--- config.mk ---
export PLATFORM = sky130hd
export DESIGN_NAME = trapezoid_angle_sweep_core
export DESIGN_NICKNAME = d
export VERILOG_FILES = /design/src/sv/tas_pkg.sv /design/src/sv/tas_datapath.sv /design/src/sv/tas_ctrl.sv /design/src/sv/trapezoid_angle_sweep_core.sv
export SDC_FILE = /design/constraint.sdc
export NUM_CORES = 1
export LEC_CHECK = 0
export ABC_AREA = 1
export BUFFER_PORTS_ARGS = -buffer_cell sky130_fd_sc_hd__buf_2
export CAP_MARGIN = 25
export CORE_MARGIN = 5
export CORE_UTILIZATION = 24
export CTS_BUF_LIST = sky130_fd_sc_hd__clkbuf_2
export DETAILED_ROUTE_END_ITERATION = 10
export PLACE_DENSITY_LB_ADDON = 0.12
export SLEW_MARGIN = 20
export SYNTH_ARGS = -nofsm -noshare
export SYNTH_HDL_FRONTEND = slang
export SYNTH_SLANG_ARGS = --single-unit
--- constraint.sdc ---
create_clock -name clk -period 12 [get_ports clk]
set_input_delay 1.8 -clock clk [delete_from_list [all_inputs] [get_ports clk]]
set_output_delay 1.8 -clock clk [all_outputs]
set_load 0.005 [all_outputs]
--- src/sv/tas_pkg.sv ---
// ----------------------------------------------------------------------------
// tas_pkg
// Shared types and constants of the trapezoid angle sweep core.
// ----------------------------------------------------------------------------
package tas_pkg;

    localparam int AngleW   = 16;
    localparam int TickW    = 16;
    localparam int PhaseW   = 18;
    localparam int DvdW     = PhaseW + 1;
    localparam int CntW     = 5;

    // Iterations of the shared restoring divider
    localparam logic [CntW-1:0] ModSteps  = CntW'(DvdW);
    localparam logic [CntW-1:0] LerpSteps = CntW'(TickW);

    // Configuration register indexes
    localparam logic [1:0] REG_START_ANGLE = 2'd0;
    localparam logic [1:0] REG_END_ANGLE   = 2'd1;
    localparam logic [1:0] REG_RAMP_TICKS  = 2'd2;
    localparam logic [1:0] REG_DWELL_TICKS = 2'd3;

    // Segment codes
    localparam logic [1:0] SEG_DWELL_START = 2'd0;
    localparam logic [1:0] SEG_RAMP_UP     = 2'd1;
    localparam logic [1:0] SEG_DWELL_END   = 2'd2;
    localparam logic [1:0] SEG_RAMP_BACK   = 2'd3;

    typedef enum logic [2:0] {
        ST_IDLE,
        ST_MOD,
        ST_CLASSIFY,
        ST_MULT,
        ST_LERP,
        ST_FINISH
    } state_t;

    typedef struct packed {
        logic load;          // take a request, start the phase sum
        logic div_step;      // one restoring divider iteration
        logic div_sel_ramp;  // divide by ramp_ticks instead of the period
        logic classify;      // store phase, pick segment and ramp offset
        logic mult;          // form |diff| * offset, seed the divider
        logic finish;        // build the angle into the output register
    } dp_cmd_t;

    typedef struct packed {
        logic period_zero;
        logic ramp_hit;
    } dp_status_t;

endpackage

--- src/sv/tas_datapath.sv ---
// ----------------------------------------------------------------------------
// tas_datapath
// Configuration, phase, shared serial divider, multiplier and output register.
// ----------------------------------------------------------------------------
module tas_datapath
(
    input  logic                          clk,
    input  logic                          rst_n,
    input  logic                          cfg_we,
    input  logic [1:0]                    cfg_index,
    input  logic [tas_pkg::AngleW-1:0]    cfg_data,
    input  logic [tas_pkg::TickW-1:0]     elapsed_ticks,
    input  tas_pkg::dp_cmd_t              cmd,
    output tas_pkg::dp_status_t           status,
    output logic [tas_pkg::AngleW-1:0]    angle_out,
    output logic [1:0]                    segment
);

    logic [tas_pkg::AngleW-1:0] start_reg;
    logic [tas_pkg::AngleW-1:0] end_reg;
    logic [tas_pkg::TickW-1:0]  ramp_reg;
    logic [tas_pkg::TickW-1:0]  dwell_reg;
    logic [tas_pkg::PhaseW-1:0] phase_reg;

    logic [tas_pkg::PhaseW-1:0] rem_reg;
    logic [tas_pkg::DvdW-1:0]   dvd_reg;
    logic [1:0]                 seg_reg;
    logic [tas_pkg::TickW-1:0]  offset_reg;
    logic                       neg_reg;
    logic [tas_pkg::AngleW-1:0] angle_reg;
    logic [1:0]                 out_seg_reg;

    logic [tas_pkg::PhaseW-1:0] period;
    logic [tas_pkg::DvdW-1:0]   divisor;
    logic [tas_pkg::DvdW-1:0]   trial;
    logic                       trial_ge;
    logic [tas_pkg::DvdW-1:0]   trial_diff;

    logic [tas_pkg::TickW:0]    dr_sum;
    logic [tas_pkg::PhaseW-1:0] end2;
    logic [1:0]                 cls_seg;
    logic [tas_pkg::PhaseW-1:0] cls_off;

    logic [tas_pkg::AngleW:0]   diff;
    logic [tas_pkg::AngleW:0]   diff_abs;
    logic [2*tas_pkg::TickW-1:0] prod;

    logic [tas_pkg::TickW:0]    part;
    logic [tas_pkg::AngleW:0]   angle_sum;

    assign period = {1'b0, ramp_reg, 1'b0} + {1'b0, dwell_reg, 1'b0};

    // Divider iteration: shift one dividend bit into the partial remainder
    assign divisor    = cmd.div_sel_ramp ? {3'b000, ramp_reg} : {1'b0, period};
    assign trial      = {rem_reg, dvd_reg[tas_pkg::DvdW-1]};
    assign trial_ge   = (trial >= divisor);
    assign trial_diff = trial - divisor;

    // Segment boundaries within the period
    assign dr_sum = {1'b0, dwell_reg} + {1'b0, ramp_reg};
    assign end2   = {1'b0, dr_sum} + {2'b00, dwell_reg};

    always_comb
    begin
        cls_seg = tas_pkg::SEG_DWELL_START;
        cls_off = '0;
        if (rem_reg < {2'b00, dwell_reg})
        begin
            cls_seg = tas_pkg::SEG_DWELL_START;
        end
        else if (rem_reg < {1'b0, dr_sum})
        begin
            cls_seg = tas_pkg::SEG_RAMP_UP;
            cls_off = rem_reg - {2'b00, dwell_reg};
        end
        else if (rem_reg < end2)
        begin
            cls_seg = tas_pkg::SEG_DWELL_END;
        end
        else
        begin
            cls_seg = tas_pkg::SEG_RAMP_BACK;
            cls_off = rem_reg - end2;
        end
    end

    assign diff     = {end_reg[tas_pkg::AngleW-1], end_reg}
                    - {start_reg[tas_pkg::AngleW-1], start_reg};
    assign diff_abs = diff[tas_pkg::AngleW] ? (~diff + 1'b1) : diff;
    assign prod     = diff_abs[tas_pkg::TickW-1:0] * offset_reg;

    // Quotient sits in the low dividend bits after the ramp division
    assign part = neg_reg ? (~{1'b0, dvd_reg[tas_pkg::TickW-1:0]} + 1'b1)
                          : {1'b0, dvd_reg[tas_pkg::TickW-1:0]};

    always_comb
    begin
        case (seg_reg)
            tas_pkg::SEG_RAMP_UP:
                angle_sum = {start_reg[tas_pkg::AngleW-1], start_reg} + part;
            tas_pkg::SEG_DWELL_END:
                angle_sum = {end_reg[tas_pkg::AngleW-1], end_reg};
            tas_pkg::SEG_RAMP_BACK:
                angle_sum = {end_reg[tas_pkg::AngleW-1], end_reg} - part;
            default:
                angle_sum = {start_reg[tas_pkg::AngleW-1], start_reg};
        endcase
    end

    assign status.period_zero = (period == '0);
    assign status.ramp_hit    = cls_seg[0];

    always_ff @(posedge clk or negedge rst_n)
    begin
        if (!rst_n)
        begin
            start_reg <= '0;
            end_reg   <= '0;
            ramp_reg  <= tas_pkg::TickW'(1);
            dwell_reg <= '0;
            phase_reg <= '0;
        end
        else
        begin
            if (cfg_we)
            begin
                case (cfg_index)
                    tas_pkg::REG_START_ANGLE: start_reg <= cfg_data;
                    tas_pkg::REG_END_ANGLE:   end_reg   <= cfg_data;
                    tas_pkg::REG_RAMP_TICKS:  ramp_reg  <= cfg_data;
                    tas_pkg::REG_DWELL_TICKS: dwell_reg <= cfg_data;
                    default:                  ;
                endcase
            end
            if (cmd.load && status.period_zero)
            begin
                phase_reg <= '0;
            end
            else if (cmd.classify)
            begin
                phase_reg <= rem_reg;
            end
        end
    end

    always_ff @(posedge clk)
    begin
        if (cmd.load)
        begin
            rem_reg <= '0;
            dvd_reg <= {1'b0, phase_reg} + {3'b000, elapsed_ticks};
            seg_reg <= tas_pkg::SEG_DWELL_START;
        end
        else if (cmd.div_step)
        begin
            rem_reg <= trial_ge ? trial_diff[tas_pkg::PhaseW-1:0]
                                : trial[tas_pkg::PhaseW-1:0];
            dvd_reg <= {dvd_reg[tas_pkg::DvdW-2:0], trial_ge};
        end
        else if (cmd.mult)
        begin
            // High half stays below ramp_ticks since offset < ramp_ticks
            rem_reg <= {2'b00, prod[2*tas_pkg::TickW-1:tas_pkg::TickW]};
            dvd_reg <= {prod[tas_pkg::TickW-1:0], 3'b000};
            neg_reg <= diff[tas_pkg::AngleW];
        end
        if (cmd.classify)
        begin
            seg_reg    <= cls_seg;
            offset_reg <= cls_off[tas_pkg::TickW-1:0];
        end
        if (cmd.finish)
        begin
            angle_reg   <= angle_sum[tas_pkg::AngleW-1:0];
            out_seg_reg <= seg_reg;
        end
    end

    assign angle_out = angle_reg;
    assign segment   = out_seg_reg;

endmodule

--- src/sv/tas_ctrl.sv ---
// ----------------------------------------------------------------------------
// tas_ctrl
// Sequencer for one request: phase modulo, classify, multiply, divide, output.
// ----------------------------------------------------------------------------
module tas_ctrl
(
    input  logic                 clk,
    input  logic                 rst_n,
    input  logic                 in_valid,
    output logic                 in_ready,
    output logic                 out_valid,
    input  logic                 out_ready,
    input  tas_pkg::dp_status_t  status,
    output tas_pkg::dp_cmd_t     cmd
);

    tas_pkg::state_t          state_reg;
    tas_pkg::state_t          state_next;
    logic [tas_pkg::CntW-1:0] cnt_reg;
    logic [tas_pkg::CntW-1:0] cnt_next;
    logic                     out_valid_reg;
    logic                     out_valid_next;
    logic                     out_free;

    assign out_free = !out_valid_reg || out_ready;

    always_comb
    begin
        state_next = state_reg;
        cnt_next   = cnt_reg;
        case (state_reg)
            tas_pkg::ST_IDLE:
            begin
                if (in_valid)
                begin
                    state_next = status.period_zero ? tas_pkg::ST_FINISH
                                                    : tas_pkg::ST_MOD;
                    cnt_next   = tas_pkg::ModSteps - 1'b1;
                end
            end
            tas_pkg::ST_MOD:
            begin
                cnt_next = cnt_reg - 1'b1;
                if (cnt_reg == '0)
                begin
                    state_next = tas_pkg::ST_CLASSIFY;
                end
            end
            tas_pkg::ST_CLASSIFY:
            begin
                state_next = status.ramp_hit ? tas_pkg::ST_MULT : tas_pkg::ST_FINISH;
            end
            tas_pkg::ST_MULT:
            begin
                state_next = tas_pkg::ST_LERP;
                cnt_next   = tas_pkg::LerpSteps - 1'b1;
            end
            tas_pkg::ST_LERP:
            begin
                cnt_next = cnt_reg - 1'b1;
                if (cnt_reg == '0)
                begin
                    state_next = tas_pkg::ST_FINISH;
                end
            end
            tas_pkg::ST_FINISH:
            begin
                if (out_free)
                begin
                    state_next = tas_pkg::ST_IDLE;
                end
            end
            default:
            begin
                state_next = tas_pkg::ST_IDLE;
            end
        endcase
    end

    always_comb
    begin
        cmd            = '0;
        in_ready       = 1'b0;
        out_valid_next = out_valid_reg && !out_ready;
        case (state_reg)
            tas_pkg::ST_IDLE:
            begin
                in_ready = 1'b1;
                cmd.load = in_valid;
            end
            tas_pkg::ST_MOD:
            begin
                cmd.div_step = 1'b1;
            end
            tas_pkg::ST_CLASSIFY:
            begin
                cmd.classify = 1'b1;
            end
            tas_pkg::ST_MULT:
            begin
                cmd.mult = 1'b1;
            end
            tas_pkg::ST_LERP:
            begin
                cmd.div_step     = 1'b1;
                cmd.div_sel_ramp = 1'b1;
            end
            tas_pkg::ST_FINISH:
            begin
                cmd.finish = out_free;
                if (out_free)
                begin
                    out_valid_next = 1'b1;
                end
            end
            default:
            begin
                in_ready = 1'b0;
            end
        endcase
    end

    always_ff @(posedge clk or negedge rst_n)
    begin
        if (!rst_n)
        begin
            state_reg     <= tas_pkg::ST_IDLE;
            cnt_reg       <= '0;
            out_valid_reg <= 1'b0;
        end
        else
        begin
            state_reg     <= state_next;
            cnt_reg       <= cnt_next;
            out_valid_reg <= out_valid_next;
        end
    end

    assign out_valid = out_valid_reg;

endmodule

--- src/sv/trapezoid_angle_sweep_core.sv ---
// ----------------------------------------------------------------------------
// trapezoid_angle_sweep_core
// Trapezoidal angle generator: phase accumulator with dwell and linear ramps.
// ----------------------------------------------------------------------------
// Each input request adds elapsed_ticks to an 18-bit phase that wraps modulo
// the period 2*ramp_ticks + 2*dwell_ticks, then returns one angle and its
// segment (first dwell, ramp up, second dwell, ramp back). Ramp-up angles are
// start + (diff * offset) / ramp_ticks and ramp-back angles are end minus that
// share, truncated toward zero. One request is in flight at a time. The
// shared restoring divider runs 19 iterations for the phase modulo and 16
// for the ramp quotient, one bit a cycle. The result sits in an output
// register, so a new request is accepted while the previous result still
// waits for out_ready. Configuration writes take effect at once and belong
// to idle periods only; the user is bound to that, the core does not
// enforce it.
// ----------------------------------------------------------------------------
module trapezoid_angle_sweep_core
(
    input  logic                               clk,
    input  logic                               rst_n,
    // configuration write port
    input  logic                               cfg_we,
    input  logic [1:0]                         cfg_index,
    input  logic [tas_pkg::AngleW-1:0]         cfg_data,
    // request channel
    input  logic                               in_valid,
    output logic                               in_ready,
    input  logic [tas_pkg::TickW-1:0]          elapsed_ticks,
    // result channel
    output logic                               out_valid,
    input  logic                               out_ready,
    output logic signed [tas_pkg::AngleW-1:0]  angle_out,
    output logic [1:0]                         segment
);

    tas_pkg::dp_cmd_t    cmd;
    tas_pkg::dp_status_t status;
    logic [tas_pkg::AngleW-1:0] angle_bits;

    // Sequencer: walks one request through the datapath steps
    tas_ctrl u_ctrl
    (
        .clk       (clk),
        .rst_n     (rst_n),
        .in_valid  (in_valid),
        .in_ready  (in_ready),
        .out_valid (out_valid),
        .out_ready (out_ready),
        .status    (status),
        .cmd       (cmd)
    );

    // Datapath: config, phase, divider, multiplier, output register
    tas_datapath u_datapath
    (
        .clk           (clk),
        .rst_n         (rst_n),
        .cfg_we        (cfg_we),
        .cfg_index     (cfg_index),
        .cfg_data      (cfg_data),
        .elapsed_ticks (elapsed_ticks),
        .cmd           (cmd),
        .status        (status),
        .angle_out     (angle_bits),
        .segment       (segment)
    );

    // Angle is two's complement Q8.8
    assign angle_out = $signed(angle_bits);

endmodule

Yosys cells after proc, flatten, opt, wreduce, memory -nomap -nowiden
Cells that the tools add are included.

Add/subtract/negate cells: 13. Multiply operators: 1. Magnitude comparators: 4. Equal/unequal tests: 15. Mux-type cells: 37. Bitwise gates (word level): 4. Reductions and logical operators: 22.

Operators with widths (count): $mux 18 (6); $mux 16 (4); $mux 19 (3); $pmux 16 s3 (1); $sub 16x16->16 (3); $add 16x1->16 const B (2); $mul 16x16->32 (1); $not 16->16 (2); $add 18x16->19 (1); $ge 19x18->1 (1); $add 17x16->18 (1); $add 17x17->18 (1); $logic_not 18->1 (1); $lt 18x16->1 (1); $lt 18x17->1 (1); $lt 18x18->1 (1); $mux 3 (6); $pmux 3 s6 (1); $sub 18x18->18 (1); $add 16x16->17 (1); $sub 16x16->17 (1); $add 16x16->16 (1); $pmux 5 s3 (1); $mux 1 (10); other kinds (23) (44).

Bits in registers: 165. Input bits: 39. Output and inout bits: 20. Word-level logic and storage cells: 111.

Longest topological paths before layout
Gate-level depths: netlist of run 1.

Word-level depth: 8. Gate-level depth with buffers: 43. Depth with buffers taken out: 43.

Cells and area by module
A second synthesis of run 1 with hierarchy kept.

Cell total of the unflattened synthesis: 3400. Area, all modules: 24643.6 um^2.

Modules (own cells, without submodules): tas_datapath (times used 1, cells an instance 3313, area an instance 23984.3 um^2, seq. area each 4095.2 um^2); tas_ctrl (times used 1, cells an instance 87, area an instance 659.4 um^2, seq. area each 225.2 um^2).

Worst setup path after synthesis of run 1
Ideal clock, no wire load.

Kind: register to register. From: register u_datapath.end_reg[0] (netlist bit). To: register u_datapath.rem_reg[14] (netlist bit). Library setup time: 109 ps. Data arrival time: 7037 ps. Data required time: 11891 ps. Slack: 4854 ps. Cell stages (with the launch flop): 40. Period minus slack after synthesis: 7146 ps. Cell sequence: dfrtp_1 -> inv_1 -> ha_1 -> fa_1 -> inv_1 -> nand2_1 -> nand2_1 -> nand3_1 -> nand2_1 -> inv_1 -> nor2_4 -> nand3_2 -> o21ai_4 -> or2_1 -> nand2_4 -> inv_4 -> nor2_2 -> fa_1 -> [4 not listed] -> fa_1 -> fa_1 -> inv_1 -> fa_1 -> inv_1 -> ha_1 -> nand2_1 -> inv_1 -> a21oi_1 -> nor2_1 -> nor2_1 -> nor2_1 -> nor2_1 -> nand3_1 -> nand3_1 -> nand3_1 -> nand2_1 -> inv_1.

Word-level cells in the longest chain between the ends: 7.

RTL lines: start: declaration (line tas_datapath.sv:20) `logic [tas_pkg::AngleW-1:0] end_reg;`; start signal: assignment (line tas_datapath.sv:129) `tas_pkg::REG_END_ANGLE: end_reg <= cfg_data;`; $sub 16x16->17 (*) (line tas_datapath.sv:88) `- {start_reg[tas_pkg::AngleW-1], start_reg};`; $not 16->16 (line tas_datapath.sv:89) `assign diff_abs = diff[tas_pkg::AngleW] ? (~diff + 1'b1) : diff;`; $add 16x1->16 (line tas_datapath.sv:89); $mux 16 (*) (line tas_datapath.sv:89); $mul 16x16->32 (*) (line tas_datapath.sv:90) `assign prod = diff_abs[tas_pkg::TickW-1:0] * offset_reg;`; $mux 18 (*) (line tas_datapath.sv:160) `else if (cmd.mult)`; $mux 18 (*) (line tas_datapath.sv:154) `else if (cmd.div_step)`; end signal: assignment (line tas_datapath.sv:156) `rem_reg <= trial_ge ? trial_diff[tas_pkg::PhaseW-1:0]`; end signal: assignment (line tas_datapath.sv:163) `rem_reg <= {2'b00, prod[2*tas_pkg::TickW-1:tas_pkg::TickW]};`; end: declaration (line tas_datapath.sv:25) `logic [tas_pkg::PhaseW-1:0] rem_reg;`.

Every way passes the cells marked *; elsewhere a longest branch is shown, timed or not. The select of a mux whose other input is x is not followed. A chain may end at the register's enable or synchronous reset.

Final worst setup path of run 1
From: register u_datapath.end_reg[0] (netlist bit). To: register u_datapath.rem_reg[3] (netlist bit).

The elaborated chain is that of the path after synthesis.

==> results.json, run 1 <==
{
  "status": "finished clean",
  "htreeDepth": 4,
  "rsz0062_at_grt": "false",
  "cts_resized": 0,
  "drive_gt1_share_pct": 6.45,
  "holdCritStartpoint": "u_datapath.ramp_reg[0]$_DFFE_PN1P_",
  "holdCritPathClass": "reg -> reg",
  "die_w_um": 331,
  "slew_violations": 0,
  "nFillCells": 11600,
  "syn_inst": 3490,
  "io_buffers": 58,
  "synthesis.nets": 4002,
  "synthTopCellsByArea": "fa_1 16%, ha_1 14%, nand2_1 13%, dfrtp_1 9.1%, inv_1 8.7%",
  "first_global_vias": 23000,
  "clockBufferDepth": 2,
  "fin_nets": 4036,
  "period_needed_ns": 8.70,
  "cp.arrival_ns": 9.59,
  "grt_pass1_wl_mm": 149,
  "largest_register_ffs": 19,
  "final-seq-area_um2": 4320,
  "grt_max_degree": 60,
  "slowest_stage": "fa_1",
  "syn_to_final_growth_pct": 8.82,
  "hold_depth": 2,
  "clkSinkCount": 165,
  "crit_top_cell": "inv_1",
  "vias": 22600,
  "max-cap-violations": 0,
  "dp_hpwl_mm": 82.6,
  "place.gp.congestion": 0.908,
  "cp-start-kind": "register",
  "synth_top_area_share_pct": 16.4,
  "finalClockSkew_ns": 0.0729,
  "reg2reg_depth": 38,
  "post-route-period-util_pct": 72.5,
  "cts-root-buf": "clkbuf_2",
  "path_clk_slew_ns": 0.34,
  "synth_cell_types": 66,
  "synth-edff-count": 56,
  "dieArea_um2": 110000,
  "required_ns": 12.89,
  "setup_violations": 0,
  "yosysSeqAreaShare_pct": 17.4,
  "min_to": "u_datapath.ramp_reg[0]$_DFFE_PN1P_",
  "setup_tns_ns": 0,
  "drtAntennaViolNets": 0,
  "post-synth-top-area-cell": "fa_1",
  "yosysWarnings": 0,
  "synth_area_um2": 24800,
  "r2r-end": "u_datapath.rem_reg[3]$_SDFFE_PP0P_",
  "path_class": "reg -> reg",
  "relSlewSlack_pct": 30.7,
  "rows": 117,
  "yosys_most_used_dff": "dfrtp_1",
  "core_area_um2": 102000,
  "cts_tree": "yes",
  "multiInputGateArea_um2": 17900,
  "r2r_slack_ns": 3.30,
  "syn_avg_cell_area_um2": 7.10,
  "grt_usage_pct": 17.8,
  "cp_slowest_stage_delay_ns": 0.58,
  "finalWirelength_mm": 98.9,
  "synth_seq_cells": 165,
  "drc": 0,
  "cp_max_fo": 17,
  "grt_antenna_before_repair": 10,
  "start_util_pct": 24.2,
  "grt-ovfl-total": 0,
  "worst_pin_slew_ns": 1.04,
  "numCtsBuffers": 17,
  "clkLatencyLatePin_ns": 0.99,
  "dr.pass1.iters": 5,
  "max_freq_mhz": 115,
  "drtIter0Drc": 1516,
  "wl_per_cell_um": 20.1,
  "ios": 59,
  "reg2reg_from": "u_datapath.end_reg[0]$_DFFE_PN0P_",
  "async_reset_ff_share_pct": 55.2,
  "holdBufCountCts": 0,
  "endpoint_kind": "register",
  "vias_per_cell": 4.61,
  "finalHoldViolCount": 0,
  "post_cts_buffers": 0,
  "die_y_um": 331
}
[synth_stat cells, types with 4 or more instances]
master,number
nor4_1,5
nor2_1,315
o21ai_0,228
o21bai_1,7
nor2_2,18
nand3b_1,15
o21a_1,7
inv_2,10
a21oi_1,245
nor2_4,5
o211ai_1,13
nand2_2,34
fa_1,203
ha_1,270
nand3_2,6
dfrtp_1,90
edfxtp_1,56
xor2_1,54
nand2_1,844
clkbuf_1,45
o21ai_1,5
buf_2,9
o31ai_1,4
o22ai_1,12
nand2_4,5
a22oi_1,5
inv_1,576
a31oi_1,11
xnor2_1,27
a21o_1,13
or2_2,24
nand4_1,42
nor3_1,36
dfxtp_1,18
buf_1,5
nand3_1,175
o2111ai_1,6
[area by class of cell]
type,instances,share of cell area [%]
timing repair buffer,78,1.73
tap,1368,6.35
multi-input combinational,2671,66.6
sequential,165,16.0
inverter,591,8.26
antenna,5,0.0464
clock inverter,15,0.673
clock buffer,17,0.316
[layout by cell type (no fill, tap or decap), types with 24 or more instances in the layout]
cell      netlist  layout
inv_1         576     576
ha_1          270     270
dfrtp_1        90      90
nand3_1       175     175
nand4_1        42      42
buf_2           9      57
or2_2          24      24
a21oi_1       245     245
fa_1          203     203
nand2_2        34      34
xor2_1         54      54
nor2_1        315     315
xnor2_1        27      27
nor3_1         36      36
nand2_1       844     844
o21ai_0       228     227
edfxtp_1       56      56
[per-layer routing]
layer  GRT usage, %  share of wire [%]  up-vias  wire length, um
li1               -                  -    11300                -
met1           25.1                 49    10700            48200
met2           28.6                 45      470            44100
met3           3.12                4.8       93             4760
met4           3.60                1.9        0             1870
met5              0                  0        -                0
[per-stage QoR]
stage                     cell area [um2]  setup WS (ns)  cells  utilization (%)  hold slack, ns
after floorplan                     24800           4.85   3490                -           0.466
after global placement              26600           3.42   4871             26.1           0.490
after detailed placement            26600           3.48   4872             26.1           0.502
after CTS                           26900           3.29   4904             26.3           0.528
after global routing                26900           2.83   4909             26.4           0.549
final                               27000           3.30   4910             26.4           0.520
[worst max-delay path, delay by kind of cell, from the launching register on]
kind                     cells  cell delay, ns
buffers and inverters       10            0.98
adder cells (fa/ha/maj)      9            4.22
flip-flops                   1            0.46
AO/OA/AOI/OAI                3            0.60
AND/OR/NAND/NOR             16            2.28
[worst max-delay path by stage]
stage	slack [ns]	from	endpoint
after floorplan	4.85	u_datapath.end_reg[0]$_DFFE_PN0P_	u_datapath.rem_reg[14]$_SDFFE_PP0P_
after global placement	3.42	u_datapath.end_reg[0]$_DFFE_PN0P_	u_datapath.rem_reg[3]$_SDFFE_PP0P_
after detailed placement	3.48	u_datapath.end_reg[0]$_DFFE_PN0P_	u_datapath.rem_reg[3]$_SDFFE_PP0P_
after CTS	3.29	u_datapath.end_reg[0]$_DFFE_PN0P_	u_datapath.rem_reg[3]$_SDFFE_PP0P_
after global routing	2.83	u_datapath.end_reg[0]$_DFFE_PN0P_	u_datapath.rem_reg[3]$_SDFFE_PP0P_
final	3.30	u_datapath.end_reg[0]$_DFFE_PN0P_	u_datapath.rem_reg[3]$_SDFFE_PP0P_
[cell families after synthesis]
kind of cell / share of synthesized area [%]
AO/OA/AOI/OAI: 12.8
XOR/XNOR: 2.93
adder cells (fa/ha/maj): 30.0
buffers and inverters: 10.1
flip-flops: 17.4
AND/OR/NAND/NOR: 26.7
Power of run 1 is not shown: default switching activity piles up to over one toggle a cycle in this logic, so the estimate is an artifact.
==> run 2, diff against run 1 <==
Clock period 12 ns to 9.06 ns, I/O delays scaled along.
==> run 2 against run 1 <==
Net effect:
- via count about the same
- wire length is 1.2% lower
- critical path depth shrank 2
- global-route usage decreased by 0.12 points
- hold slack worse by 0.29 ns
- highest routed layer unchanged
==> results.json, run 2 (synthesized netlist as in run 1, its figures left out) <==
{
  "rsz0062_at_grt": "false",
  "cp-startpoint": "u_datapath.end_reg[0]$_DFFE_PN0P_",
  "cts_resized": 0,
  "numCtsBuffers": 17,
  "required_ns": 9.94,
  "grt-ovfl-total": 0,
  "setup_tns_ns": 0,
  "die_y_um": 331,
  "die_w_um": 331,
  "vias_per_cell": 4.60,
  "start_util_pct": 24.2,
  "finalClockSkew_ns": 0.0785,
  "grt_max_degree": 63,
  "fin_nets": 4040,
  "worst_pin_slew_ns": 0.948,
  "cp.arrival_ns": 9.22,
  "io_buffers": 58,
  "largest_register_ffs": 19,
  "grt_usage_pct": 17.6,
  "holdBufCountCts": 0,
  "path_class": "reg -> reg",
  "slowest_stage": "fa_1",
  "reg2reg_from": "u_datapath.end_reg[0]$_DFFE_PN0P_",
  "post-route-period-util_pct": 92.1,
  "crit_top_cell": "fa_1",
  "dp_hpwl_mm": 82.1,
  "drive_gt1_share_pct": 6.58,
  "endpoint_kind": "register",
  "cp_slowest_stage_delay_ns": 0.55,
  "r2r-end": "u_datapath.rem_reg[9]$_SDFFE_PP0P_",
  "drtAntennaViolNets": 0,
  "finalWirelength_mm": 97.7,
  "dr.pass1.iters": 5,
  "post_cts_buffers": 0,
  "multiInputGateArea_um2": 17900,
  "finalHoldViolCount": 0,
  "r2r_slack_ns": 0.72,
  "period_needed_ns": 8.34,
  "slew_violations": 0,
  "setup_violations": 0,
  "clkLatencyLatePin_ns": 1.00,
  "first_global_vias": 22700,
  "syn_to_final_growth_pct": 8.81,
  "max_freq_mhz": 120,
  "cts_tree": "yes",
  "reg2reg_depth": 36,
  "crit_end": "u_datapath.rem_reg[9]$_SDFFE_PP0P_",
  "core_area_um2": 102000,
  "cp_max_fo": 17,
  "final-seq-area_um2": 4320,
  "most-common-layout-cells": "844 x nand2_1, 576 x inv_1, 315 x nor2_1, 270 x ha_1, 245 x a21oi_1",
  "holdCritPathClass": "in -> async",
  "place.gp.congestion": 0.925,
  "dieArea_um2": 110000,
  "max-cap-violations": 0,
  "rows": 117,
  "hold-worst-slack_ns": 0.230,
  "htreeDepth": 4,
  "grt_antenna_before_repair": 11,
  "drtIter0Drc": 1582,
  "cp-start-kind": "register",
  "nFillCells": 11700,
  "wl_per_cell_um": 19.9,
  "drc": 0,
  "ios": 59,
  "clkSinkCount": 165,
  "status": "finished clean",
  "vias": 22600,
  "final_common_cell": "nand2_1",
  "clockBufferDepth": 2,
  "cts-root-buf": "clkbuf_2",
  "grt_pass1_wl_mm": 148,
  "relSlewSlack_pct": 36.8,
  "path_clk_slew_ns": 0.35
}
run 2: worst min path at each step:
stage                                            startpoint                                 to  slack [ns]  depth (start not counted)
after CTS                                             rst_n    u_ctrl.state_reg[2]$_DFFE_PN0P_        0.11                          1
after floorplan               u_ctrl.cnt_reg[4]$_DFFE_PN0P_      u_ctrl.cnt_reg[4]$_DFFE_PN0P_        0.47                          2
after global routing                                  rst_n    u_ctrl.state_reg[2]$_DFFE_PN0P_        0.13                          1
after global placement        u_ctrl.cnt_reg[4]$_DFFE_PN0P_      u_ctrl.cnt_reg[4]$_DFFE_PN0P_        0.49                          2
after detailed placement  u_datapath.end_reg[0]$_DFFE_PN0P_  u_datapath.end_reg[0]$_DFFE_PN0P_        0.50                          2
final                                                 rst_n    u_ctrl.state_reg[2]$_DFFE_PN0P_        0.23                          1
run 2: critical path: cells and delay by family, from the launching register on:
family,cells,cell delay (ns)
and+or+nand+nor,17,2.04
DFF,1,0.44
xor gates and xnor gates,1,0.50
buffers and inverters,7,0.50
adders and majority gates,9,4.14
AOI/OAI and AO/OA,2,0.59
run 2: per-stage QoR:
step	utilization (%)	instances	instance area, um2	setup WS (ns)
final	26.4	4913	26900	0.719
after global routing	26.4	4912	26900	0.113
after CTS	26.4	4908	26900	0.583
after detailed placement	26.1	4876	26700	0.670
after global placement	26.1	4875	26700	0.634
after floorplan	-	3490	24800	1.91
run 2: per-layer routing:
layer | vias to the layer above | wire [um] | track usage (%)
li1 | 11300 | - | -
met1 | 10800 | 48400 | 25.7
met2 | 425 | 44000 | 28.4
met3 | 70 | 3760 | 2.11
met4 | 0 | 1570 | 3.15
met5 | - | 0 | 0
run 2: cell type report:
type | instances | area share, %
multi-input cells | 2671 | 66.6
flip-flops and latches | 165 | 16.0
inverters | 591 | 8.26
well taps | 1368 | 6.35
repair buffers | 82 | 1.81
clock inverters | 14 | 0.580
clock buffers | 18 | 0.334
diodes | 4 | 0.0371
Power of run 2 is left out for the same reason.
